**config.mk**
```make
export PLATFORM = sky130hd
export DESIGN_NAME = bubble_sort_engine
export DESIGN_NICKNAME = d
export VERILOG_FILES = /design/src/rtl/core/bse_pkg.sv /design/src/rtl/core/bse_ctrl.sv /design/src/rtl/core/bse_dp.sv /design/src/rtl/core/bubble_sort_engine.sv
export SDC_FILE = /design/constraint.sdc
export NUM_CORES = 2
export LEC_CHECK = 0
export CAP_MARGIN = 25
export CELL_PAD_IN_SITES_DETAIL_PLACEMENT = 0
export CELL_PAD_IN_SITES_GLOBAL_PLACEMENT = 2
export CORE_ASPECT_RATIO = 1.75
export CORE_MARGIN = 2
export CORE_UTILIZATION = 45
export DETAILED_ROUTE_END_ITERATION = 12
export DONT_BUFFER_PORTS = 1
export PLACE_DENSITY_LB_ADDON = 0.1
export SYNTH_ARGS = -nofsm -noshare
export SYNTH_HDL_FRONTEND = slang
export SYNTH_HIERARCHICAL = 1
export SYNTH_SLANG_ARGS = --single-unit
```
**constraint.sdc**
```tcl
create_clock -name clk -period 5.1 [get_ports clk]
set_clock_uncertainty 0.05 [all_clocks]
set_input_delay 0.255 -clock clk [delete_from_list [all_inputs] [get_ports clk]]
set_output_delay 0.255 -clock clk [all_outputs]
set_load 0.1 [all_outputs]
```
**src/rtl/core/bse_pkg.sv**
```systemverilog
// Shared types and read-address select codes for the bubble sort engine.
package bse_pkg;

  // Read-address select for the element store.
  typedef logic [1:0] rd_sel_t;
  localparam rd_sel_t RD_ZERO = 2'd0;
  localparam rd_sel_t RD_K1   = 2'd1;
  localparam rd_sel_t RD_K2   = 2'd2;
  localparam rd_sel_t RD_J    = 2'd3;

  // Commands from the controller to the datapath.
  typedef struct packed {
    logic    store_in;   // an input request is accepted this cycle
    logic    sort_init;  // set up the pass bound and the output index
    logic    ld_cur;     // load the carried element from the store
    logic    step;       // compare carried element with its right neighbor
    logic    pass_end;   // write the carried element at the end of the pass
    logic    out_load;   // capture one sorted element for the output
    logic    out_next;   // advance the output index
    logic    run_done;   // clear count and overflow flag after the run
    rd_sel_t rd_sel;
  } bse_cmd_t;

  // Status from the datapath to the controller.
  typedef struct packed {
    logic count_gt1;  // more than one element stored
    logic step_last;  // this compare is the last one of the pass
    logic hi_one;     // the pass that ends now was the final one
    logic j_last;     // output index points at the final element
  } bse_stat_t;

endpackage

```
**src/rtl/core/bse_ctrl.sv**
```systemverilog
// Controller state machine: collect, sort passes and output sequencing.
module bse_ctrl
  import bse_pkg::*;
(
  input  logic      clk,
  input  logic      rst_n,
  input  logic      in_tvalid,
  input  logic      in_tlast,
  output logic      in_tready,
  input  logic      out_tready,
  output logic      out_tvalid,
  input  bse_stat_t stat,
  output bse_cmd_t  cmd
);

  localparam logic [2:0] ST_IDLE     = 3'd0;
  localparam logic [2:0] ST_INIT     = 3'd1;
  localparam logic [2:0] ST_PASS_LD  = 3'd2;
  localparam logic [2:0] ST_STEP     = 3'd3;
  localparam logic [2:0] ST_PASS_END = 3'd4;
  localparam logic [2:0] ST_OUT_RD   = 3'd5;
  localparam logic [2:0] ST_OUT_LOAD = 3'd6;
  localparam logic [2:0] ST_OUT_WAIT = 3'd7;

  logic [2:0] state_r;
  logic [2:0] state_nxt;
  logic       in_acc;
  logic       out_acc;

  assign in_tready  = (state_r == ST_IDLE);
  assign out_tvalid = (state_r == ST_OUT_WAIT);
  assign in_acc     = in_tvalid & in_tready;
  assign out_acc    = out_tvalid & out_tready;

  always_comb begin
    state_nxt = state_r;
    cmd       = '0;
    cmd.rd_sel = RD_ZERO;
    unique case (state_r)
      ST_IDLE: begin
        cmd.store_in = in_acc;
        if (in_acc && in_tlast) begin
          state_nxt = ST_INIT;
        end
      end
      ST_INIT: begin
        cmd.sort_init = 1'b1;
        cmd.rd_sel    = RD_ZERO;
        state_nxt     = stat.count_gt1 ? ST_PASS_LD : ST_OUT_RD;
      end
      ST_PASS_LD: begin
        cmd.ld_cur = 1'b1;
        cmd.rd_sel = RD_K1;
        state_nxt  = ST_STEP;
      end
      ST_STEP: begin
        cmd.step   = 1'b1;
        cmd.rd_sel = RD_K2;
        if (stat.step_last) begin
          state_nxt = ST_PASS_END;
        end
      end
      ST_PASS_END: begin
        cmd.pass_end = 1'b1;
        cmd.rd_sel   = RD_ZERO;
        state_nxt    = stat.hi_one ? ST_OUT_RD : ST_PASS_LD;
      end
      ST_OUT_RD: begin
        cmd.rd_sel = RD_J;
        state_nxt  = ST_OUT_LOAD;
      end
      ST_OUT_LOAD: begin
        cmd.out_load = 1'b1;
        state_nxt    = ST_OUT_WAIT;
      end
      ST_OUT_WAIT: begin
        if (out_acc) begin
          if (stat.j_last) begin
            cmd.run_done = 1'b1;
            state_nxt    = ST_IDLE;
          end else begin
            cmd.out_next = 1'b1;
            state_nxt    = ST_OUT_RD;
          end
        end
      end
      default: state_nxt = ST_IDLE;
    endcase
  end

  always_ff @(posedge clk) begin
    if (!rst_n) begin
      state_r <= ST_IDLE;
    end else begin
      state_r <= state_nxt;
    end
  end

endmodule

```
**src/rtl/core/bse_dp.sv**
```systemverilog
// Datapath: element store, carried-element compare, counters and output register.
module bse_dp
  import bse_pkg::*;
#(
  parameter int MAX_ELEMENTS = 32
) (
  input  logic        clk,
  input  logic        rst_n,
  input  bse_cmd_t    cmd,
  input  logic [31:0] in_value,
  output bse_stat_t   stat,
  output logic [31:0] out_value,
  output logic        out_last,
  output logic        out_dropped
);

  localparam int AW = (MAX_ELEMENTS > 1) ? $clog2(MAX_ELEMENTS) : 1;
  localparam int CW = $clog2(MAX_ELEMENTS + 1);

  logic [31:0]   mem [MAX_ELEMENTS];
  logic [31:0]   rd_data_r;
  logic [AW-1:0] rd_addr;
  logic          wr_en;
  logic [AW-1:0] wr_addr;
  logic [31:0]   wr_data;

  logic [CW-1:0] count_r;
  logic          ovf_r;
  logic [AW-1:0] hi_r;
  logic [AW-1:0] k_r;
  logic [AW-1:0] j_r;
  logic [31:0]   cur_r;
  logic [31:0]   out_value_r;
  logic          out_last_r;

  logic          full;
  logic          swap;
  logic [AW:0]   k_p1;
  logic [AW:0]   k_p2;

  assign full = (count_r == CW'(MAX_ELEMENTS));
  assign k_p1 = {1'b0, k_r} + (AW+1)'(1);
  assign k_p2 = {1'b0, k_r} + (AW+1)'(2);
  // The carried element moves right only if its neighbor is strictly smaller.
  assign swap = $signed(cur_r) > $signed(rd_data_r);

  always_comb begin
    unique case (cmd.rd_sel)
      RD_ZERO: rd_addr = '0;
      RD_K1:   rd_addr = k_p1[AW-1:0];
      RD_K2:   rd_addr = k_p2[AW-1:0];
      RD_J:    rd_addr = j_r;
      default: rd_addr = '0;
    endcase
  end

  always_comb begin
    wr_en   = 1'b0;
    wr_addr = count_r[AW-1:0];
    wr_data = in_value;
    priority if (cmd.store_in) begin
      wr_en   = !full;
      wr_addr = count_r[AW-1:0];
      wr_data = in_value;
    end else if (cmd.step) begin
      wr_en   = 1'b1;
      wr_addr = k_r;
      wr_data = swap ? rd_data_r : cur_r;
    end else if (cmd.pass_end) begin
      wr_en   = 1'b1;
      wr_addr = hi_r;
      wr_data = cur_r;
    end else begin
      wr_en   = 1'b0;
    end
  end

  always_ff @(posedge clk) begin
    if (wr_en) begin
      mem[wr_addr] <= wr_data;
    end
    rd_data_r <= mem[rd_addr];
  end

  always_ff @(posedge clk) begin
    if (!rst_n) begin
      count_r <= '0;
      ovf_r   <= 1'b0;
    end else begin
      if (cmd.run_done) begin
        count_r <= '0;
        ovf_r   <= 1'b0;
      end else if (cmd.store_in) begin
        if (full) begin
          ovf_r <= 1'b1;
        end else begin
          count_r <= count_r + CW'(1);
        end
      end
    end
  end

  always_ff @(posedge clk) begin
    if (cmd.sort_init) begin
      hi_r <= AW'(count_r - CW'(1));
      j_r  <= '0;
      k_r  <= '0;
    end
    if (cmd.ld_cur) begin
      cur_r <= rd_data_r;
    end
    if (cmd.step) begin
      k_r <= k_p1[AW-1:0];
      if (!swap) begin
        cur_r <= rd_data_r;
      end
    end
    if (cmd.pass_end) begin
      hi_r <= hi_r - AW'(1);
      k_r  <= '0;
    end
    if (cmd.out_next) begin
      j_r <= j_r + AW'(1);
    end
    if (cmd.out_load) begin
      out_value_r <= rd_data_r;
      out_last_r  <= stat.j_last;
    end
  end

  assign stat.count_gt1 = (count_r > CW'(1));
  assign stat.step_last = (k_p1 == {1'b0, hi_r});
  assign stat.hi_one    = (hi_r == AW'(1));
  assign stat.j_last    = ((CW'(j_r) + CW'(1)) == count_r);

  assign out_value   = out_value_r;
  assign out_last    = out_last_r;
  assign out_dropped = ovf_r;

endmodule

```
**src/rtl/core/bubble_sort_engine.sv**
```systemverilog
// Top level of the bubble sort engine: controller plus datapath.
// Signed 32-bit values arrive one per request and are stored in order of
// arrival, up to MAX_ELEMENTS of them; further values in the same set are
// discarded and every result of that run carries out_tuser = 1. The request
// with in_tlast high closes the set (its value is stored if there is room).
// The block then sorts in place with bubble passes over a one-read,
// one-write element store, carrying the larger element rightward, and
// finally sends the values in ascending order with out_tlast on the last.
// While collecting, one input request is taken per cycle. The sorting passes
// are paced by the single read and single write port of the store; each
// result is read from the store, loaded into the output register and held
// until accepted. No input is taken from the closing request until the
// last result has been accepted. Equal values keep their order of arrival.
module bubble_sort_engine
  import bse_pkg::*;
#(
  parameter int MAX_ELEMENTS = 32
) (
  input  logic        clk,
  input  logic        rst_n,
  input  logic        in_tvalid,
  output logic        in_tready,
  input  logic [31:0] in_tdata,   // [31:0] value
  input  logic        in_tlast,
  output logic        out_tvalid,
  input  logic        out_tready,
  output logic [31:0] out_tdata,  // [31:0] sorted_value
  output logic        out_tlast,
  output logic        out_tuser   // [0] dropped
);

  bse_cmd_t  cmd;
  bse_stat_t stat;

  bse_ctrl u_ctrl (
    .clk        (clk),
    .rst_n      (rst_n),
    .in_tvalid  (in_tvalid),
    .in_tlast   (in_tlast),
    .in_tready  (in_tready),
    .out_tready (out_tready),
    .out_tvalid (out_tvalid),
    .stat       (stat),
    .cmd        (cmd)
  );

  bse_dp #(
    .MAX_ELEMENTS (MAX_ELEMENTS)
  ) u_dp (
    .clk         (clk),
    .rst_n       (rst_n),
    .cmd         (cmd),
    .in_value    (in_tdata),
    .stat        (stat),
    .out_value   (out_tdata),
    .out_last    (out_tlast),
    .out_dropped (out_tuser)
  );

endmodule
```
**Word-level counts from Yosys, hierarchy flattened**

Memory sizes are Yosys's and may differ from the RTL's. A register that Yosys moved wholly into a read port is not among the register bits.
Index checks and enable logic that the tools add are counted.

- Shifts and indexed selects: 0
- Bitwise logic cells: 4
- Reduce and logical (&&, ||, !) cells: 11
- Equal/unequal tests: 17
- Mux-type cells: 39
- $lt $le $gt $ge: 2
- Multipliers: 0
- Add/sub/neg operators: 7
- Divide/modulo/power cells: 0

Operators by type and width:

| cell | count |
|---|---|
| 32-bit 2-to-1 mux | 7 |
| 5-bit 2-to-1 mux | 8 |
| 32-bit > comparator | 1 |
| 3-bit case mux with 8 select lines | 1 |
| 5-bit case mux with 4 select lines | 1 |
| 3-bit 2-to-1 mux | 6 |
| 1-bit 2-to-1 mux | 13 |
| 5-bit by 1-bit adder with 6-bit output (second input constant) | 2 |
| 3-bit == test (second input constant) | 4 |
| 5-bit by 1-bit subtractor with 5-bit output (second input constant) | 2 |
| 6-bit by 1-bit adder with 6-bit output (second input constant) | 1 |
| 3-bit by 2-bit == test with 1-bit output (second input constant) | 2 |
| 6-bit by 5-bit == test with 1-bit output | 1 |
| 6-bit == test | 1 |
| 6-bit == test (second input constant) | 1 |
| 6-bit by 1-bit > comparator with 1-bit output (second input constant) | 1 |
| 2-bit inequality test (second input constant) | 3 |
| 2-bit case mux with 3 select lines | 1 |
| 2-bit nonzero test | 3 |
| 5-bit by 1-bit adder with 5-bit output (second input constant) | 1 |
| 5-bit by 2-bit adder with 5-bit output (second input constant) | 1 |
| 5-bit by 1-bit == test with 1-bit output (second input constant) | 1 |
| 2-bit == test (second input constant) | 2 |
| 2-bit 2-to-1 mux | 2 |
| 11 further kinds | 14 |

- Memories kept: 1
- Bits in read-only memories: 0
- Bits in writable memories: 1024
- Logic and storage cells: 90
- Latch bits: 0
- Output and inout bits: 36
- Bits of input ports: 37
- Register bits: 90

Memory list:

| name | depth | bits a word | read ports | clocked after Yosys merged registers in | write ports | line | RTL |
|---|---|---|---|---|---|---|---|
| u_dp.mem | 32 | 32 | 1 | 1 | 1 | bse_dp.sv:20 | `logic [31:0] mem [MAX_ELEMENTS];` |

**Logic depth before layout (Yosys ltp)**

- Depth in word-level cells: 7
- Gate-level depth with buffers: 15

**Hierarchy**

Netlist, hierarchy kept.

By module, submodules not included:

| module | area each (µm²) | cells each | instances | sequential area each (µm²) |
|---|---|---|---|---|
| bse_dp | 47758.3 | 3701 | 1 | 33562.2 |
| bse_ctrl | 340.3 | 47 | 1 | 60.1 |

**Worst setup path before layout**

OpenSTA, ideal clock, no wires.

- Kind: reg-to-reg
- From: reg u_ctrl.state_r[0]
- To: mem u_dp.mem[27][0], enable pin
- Cell stages (with the launch flop): 11
- Path buffers: 2
- Period minus slack after synthesis: 4611 ps
- Required time: 4629 ps
- Setup slack: 489 ps
- Library setup time: 421 ps
- Data arrival time: 4140 ps
- Cells stage by stage: dfxtp_1 > or3_1 > inv_1 > and2_1 > clkbuf_1 > nor2_1 > o22ai_1 > o311ai_0 > or2_2 > clkbuf_1 > nor2_1

RTL lines:

| item | line | RTL |
|---|---|---|
| start: declaration | bse_ctrl.sv:25 | `logic [2:0] state_r;` |
| start signal: assignment | bse_ctrl.sv:95 | `state_r <= state_nxt;` |
| end: declaration | bse_dp.sv:20 |  |

==> impl_metrics.tcl <==
set metrics [dict create \
    path_cells "nor3b_2 -> nand2b_1 -> nand2b_1 -> a32oi_4 -> nor2_4 -> buf_4 -> a221o_1 -> o211ai_1 -> nand3_1" \
    cts_buffers 104 \
    slowest_stage "a32oi_4" \
    cts-resized-gates 0 \
    finalSetupViolCount 0 \
    grt_max_degree 99 \
    rows 158 \
    power_mw 27.9 \
    cts.htree.levels 3 \
    antenna_found_initial 3 \
    cp-endpoint "u_dp/rd_data_r[25]" \
    yosysTopAreaCellShare_pct 66.6 \
    track_usage_pct 27.6 \
    routabilityCongestion 0.826 \
    gr-total-overflow 0 \
    period_share_pct 86.9 \
    worstSkewPairLatency_ns 0.73 \
    final_area_mm2 0.0543 \
    syn-cell-area_mm2 0.0481 \
    ys_warn_count 6 \
    initial_core_util_pct 45.4 \
    p_per_area_mw_per_mm2 514 \
    syn_inst 3748 \
    nFillCells 9024 \
    hold_buffers 7 \
    fp.dieW_um 251 \
    cpPeakStageDelay_ns 0.94 \
    status "finished clean" \
    timing.setup.tns_ns 0 \
    synth_edf_count 1067 \
    dp_hpwl_mm 90.4 \
    max_cap_viol_count 0 \
    r2r-start "u_ctrl/state_r[1]" \
    ios 73 \
    hold_violations 0 \
    drc 0 \
    syn_nets 3825 \
    timing.fmax_mhz 226 \
    die-area_mm2 0.110 \
    cts_max_path_buffers 3 \
    crit_type "reg2reg" \
    ant_nets 0 \
    cts_tree "done" \
    yosys.area.top_type "edfxtp_1" \
    rsz0062_at_grt "false" \
    ys_seq_area_share_pct 69.9 \
    ys_types 69 \
    via_per_inst 6.14 \
    cp-start-kind "flip-flop" \
    cp-end-kind "flip-flop" \
    clk_pin_slew_ns 0.07 \
    slew_viol_final 0 \
    r2r-end "u_dp/rd_data_r[25]" \
    synth_area_leaders "edfxtp_1, nand2_1, dfxtp_1" \
    clockRootBuffer "clkbuf_16" \
    post_dp_cell_area_mm2 0.0506 \
    hold_class "in2reg" \
    cp_max_fo 17 \
    ys_async_sr_fraction_pct 0 \
    startpoint "u_ctrl/state_r[1]" \
    tightest_slew_ns 1.11 \
    wirelength_mm 153 \
    core-area_mm2 0.106 \
    p_leak_nw 18.5 \
    period_needed_ns 4.43 \
    max_slew_margin_pct 26.3 \
    ys_ff_latch 1146 \
    grt_pass1_wl_mm 219 \
    cts_setup_buffers 0 \
    drive_above_1_share_pct 10.3 \
    ir_drop_uv 317 \
    wl_per_cell_um 29.4 \
    finish.utilization_pct 51.3 \
    reg2reg_depth 9 \
    grt_pass1_vias 30814 \
    syn2layout_area_growth_pct 12.9 \
    drtIter0Drc 3072 \
    ys.flop_type "edfxtp_1" \
    port_buffers 0 \
    die_h_um 436 \
    arrival_ns 4.88 \
    vias 31907 \
    final_nets 3831 \
    reg2reg_slack_ns 0.67 \
    crit_path_frequent_cell "nand2b_1" \
    cp.required_ns 5.55 \
    cts.sinks 1146 \
    first_pass_iters 6 \
    syn_area_per_cell_um2 12.8 \
]
==> worst max-delay path, delay by kind of cell, from the launching register on <==
| kind | cells | cell delay (ns) |
|---|---|---|
| AOI/OAI and AO/OA | 3 | 1.65 |
| DFF | 1 | 0.62 |
| buffers and inverters | 1 | 0.29 |
| and+or+nand+nor | 5 | 1.55 |
==> cells in the mapped netlist (all sizes together) (2+ instances only) <==
library cell and instances:
a211oi 35, a21o 4, a21oi 60, a221o 31, a221oi 32, a22oi 33, a311oi 97, a31oi 126
a32oi 36, a41oi 2, and2 7, and3 196, buf 158, clkbuf 123, dfxtp 79, edfxtp 1067
ha 40, inv 47, mux2 2, mux2i 73, nand2 988, nand2b 16, nand3 54, nand3b 3
nand4 40, nand4b 32, nor2 79, nor2b 10, nor3 11, nor3b 5, nor4 3, o211ai 66
o21a 4, o21ai 74, o22a 2, o22ai 3, o311ai 31, o31ai 32, or2 6, or3 2
xnor2 11, xor2 14
==> cell type report <==
type / instances / area, µm² / share of cell area [%]
clock buffers: 114 / 2660 / 4.90
well taps: 1360 / 1700 / 3.13
inverters: 47 / 176 / 0.325
flip-flops and latches: 1146 / 33600 / 61.9
multi-input cells: 2274 / 13300 / 24.5
repair buffers: 181 / 1920 / 3.53
clock inverters: 77 / 922 / 1.70
diodes: 1 / 2.50 / 0.00461
==> stage by stage <==
stage	hold WS, ns	instances	setup slack (ns)
6_report	0.212	5200	0.669
5_1_grt	0.215	5199	0.520
4_1_cts	0.162	5197	0.692
3_5_place_dp	0.344	4999	0.742
3_3_place_gp	0.343	4997	0.831
2_1_floorplan	0.332	3748	0.489
==> state kept, by name (all words and copies together), names as in the netlist <==
signal            count
u_dp/mem           1024
u_dp/cur_r           32
u_dp/out_value       32
u_dp/rd_data_r       32
u_dp/count_r          6
u_dp/hi_r             5
u_dp/j_r              5
u_dp/k_r              5
u_ctrl/state_r        3
u_dp/out_dropped      1
u_dp/out_last         1
==> routing by layer <==
layer | GRT usage [%] | up-vias | part of all wire (%)
met3 | 3.17 | 257 | 5.6
met2 | 48.7 | 1181 | 51
li1 | - | 14158 | -
met4 | 9.97 | 2 | 3.7
met5 | 0 | - | 0.0065
met1 | 35.1 | 16309 | 40
==> report_power, final <==
group / total (mW) / switching, mW / internal, mW / leakage, nW
logic: 7.41 / 5.13 / 2.27 / 6.52
registers: 12.2 / 0.577 / 11.6 / 10.2
clock network: 8.34 / 3.56 / 4.78 / 1.74
==> worst min-delay path by stage <==
stage | from | end | slack (ns) | cells after the start
finish | in_tdata[30] | u_dp/mem[12][30] | 0.21 | 3
global route | in_tdata[30] | u_dp/mem[12][30] | 0.21 | 3
CTS | in_tdata[30] | u_dp/mem[12][30] | 0.16 | 3
detailed placement | rst_n | u_ctrl/state_r[2] | 0.34 | 2
global placement | rst_n | u_ctrl/state_r[2] | 0.34 | 2
floorplan | rst_n | u_ctrl/state_r[2] | 0.33 | 2
==> cells by family (layout without fill, tap and decap cells) <==
| family | after synthesis | after routing | share of synthesized area, % |
|---|---|---|---|
| AND/OR/NAND/NOR | 1456 | 1456 | 13.5 |
| flip-flops | 1146 | 1146 | 69.9 |
| multiplexers | 75 | 75 | 1.57 |
| XOR/XNOR | 25 | 25 | 0.455 |
| adder cells (fa/ha/maj) | 40 | 40 | 1.04 |
| other | 0 | 1 | 0 |
| buffers and inverters | 328 | 419 | 3.21 |
| AO/OA/AOI/OAI | 678 | 678 | 10.4 |
==> placed cells by master (no fill, tap or decap), types with 9 or more instances in the layout <==
cell type and n:
a31oi_1 126, a221oi_1 31, mux2i_1 73, edfxtp_1 1067
nand4_1 40, a221o_1 31, clkinv_1 28, clkbuf_1 10
o211ai_1 66, clkbuf_16 105, bufinv_16 20, a21oi_1 60
nand2b_1 15, ha_1 40, o311ai_1 25, inv_1 46
a32oi_1 34, o31ai_1 32, buf_4 130, xnor2_1 11
a22oi_1 33, a211oi_1 35, buf_12 42, nand4b_1 32
nand2_1 986, and3_1 196, nor2_4 39, dfxtp_1 79
o21ai_0 71, xor2_1 14, nand3_1 54, nor3_1 9
nor2_1 39, clkinv_2 16, a311oi_1 96
Power figures use the tool's default switching activity.
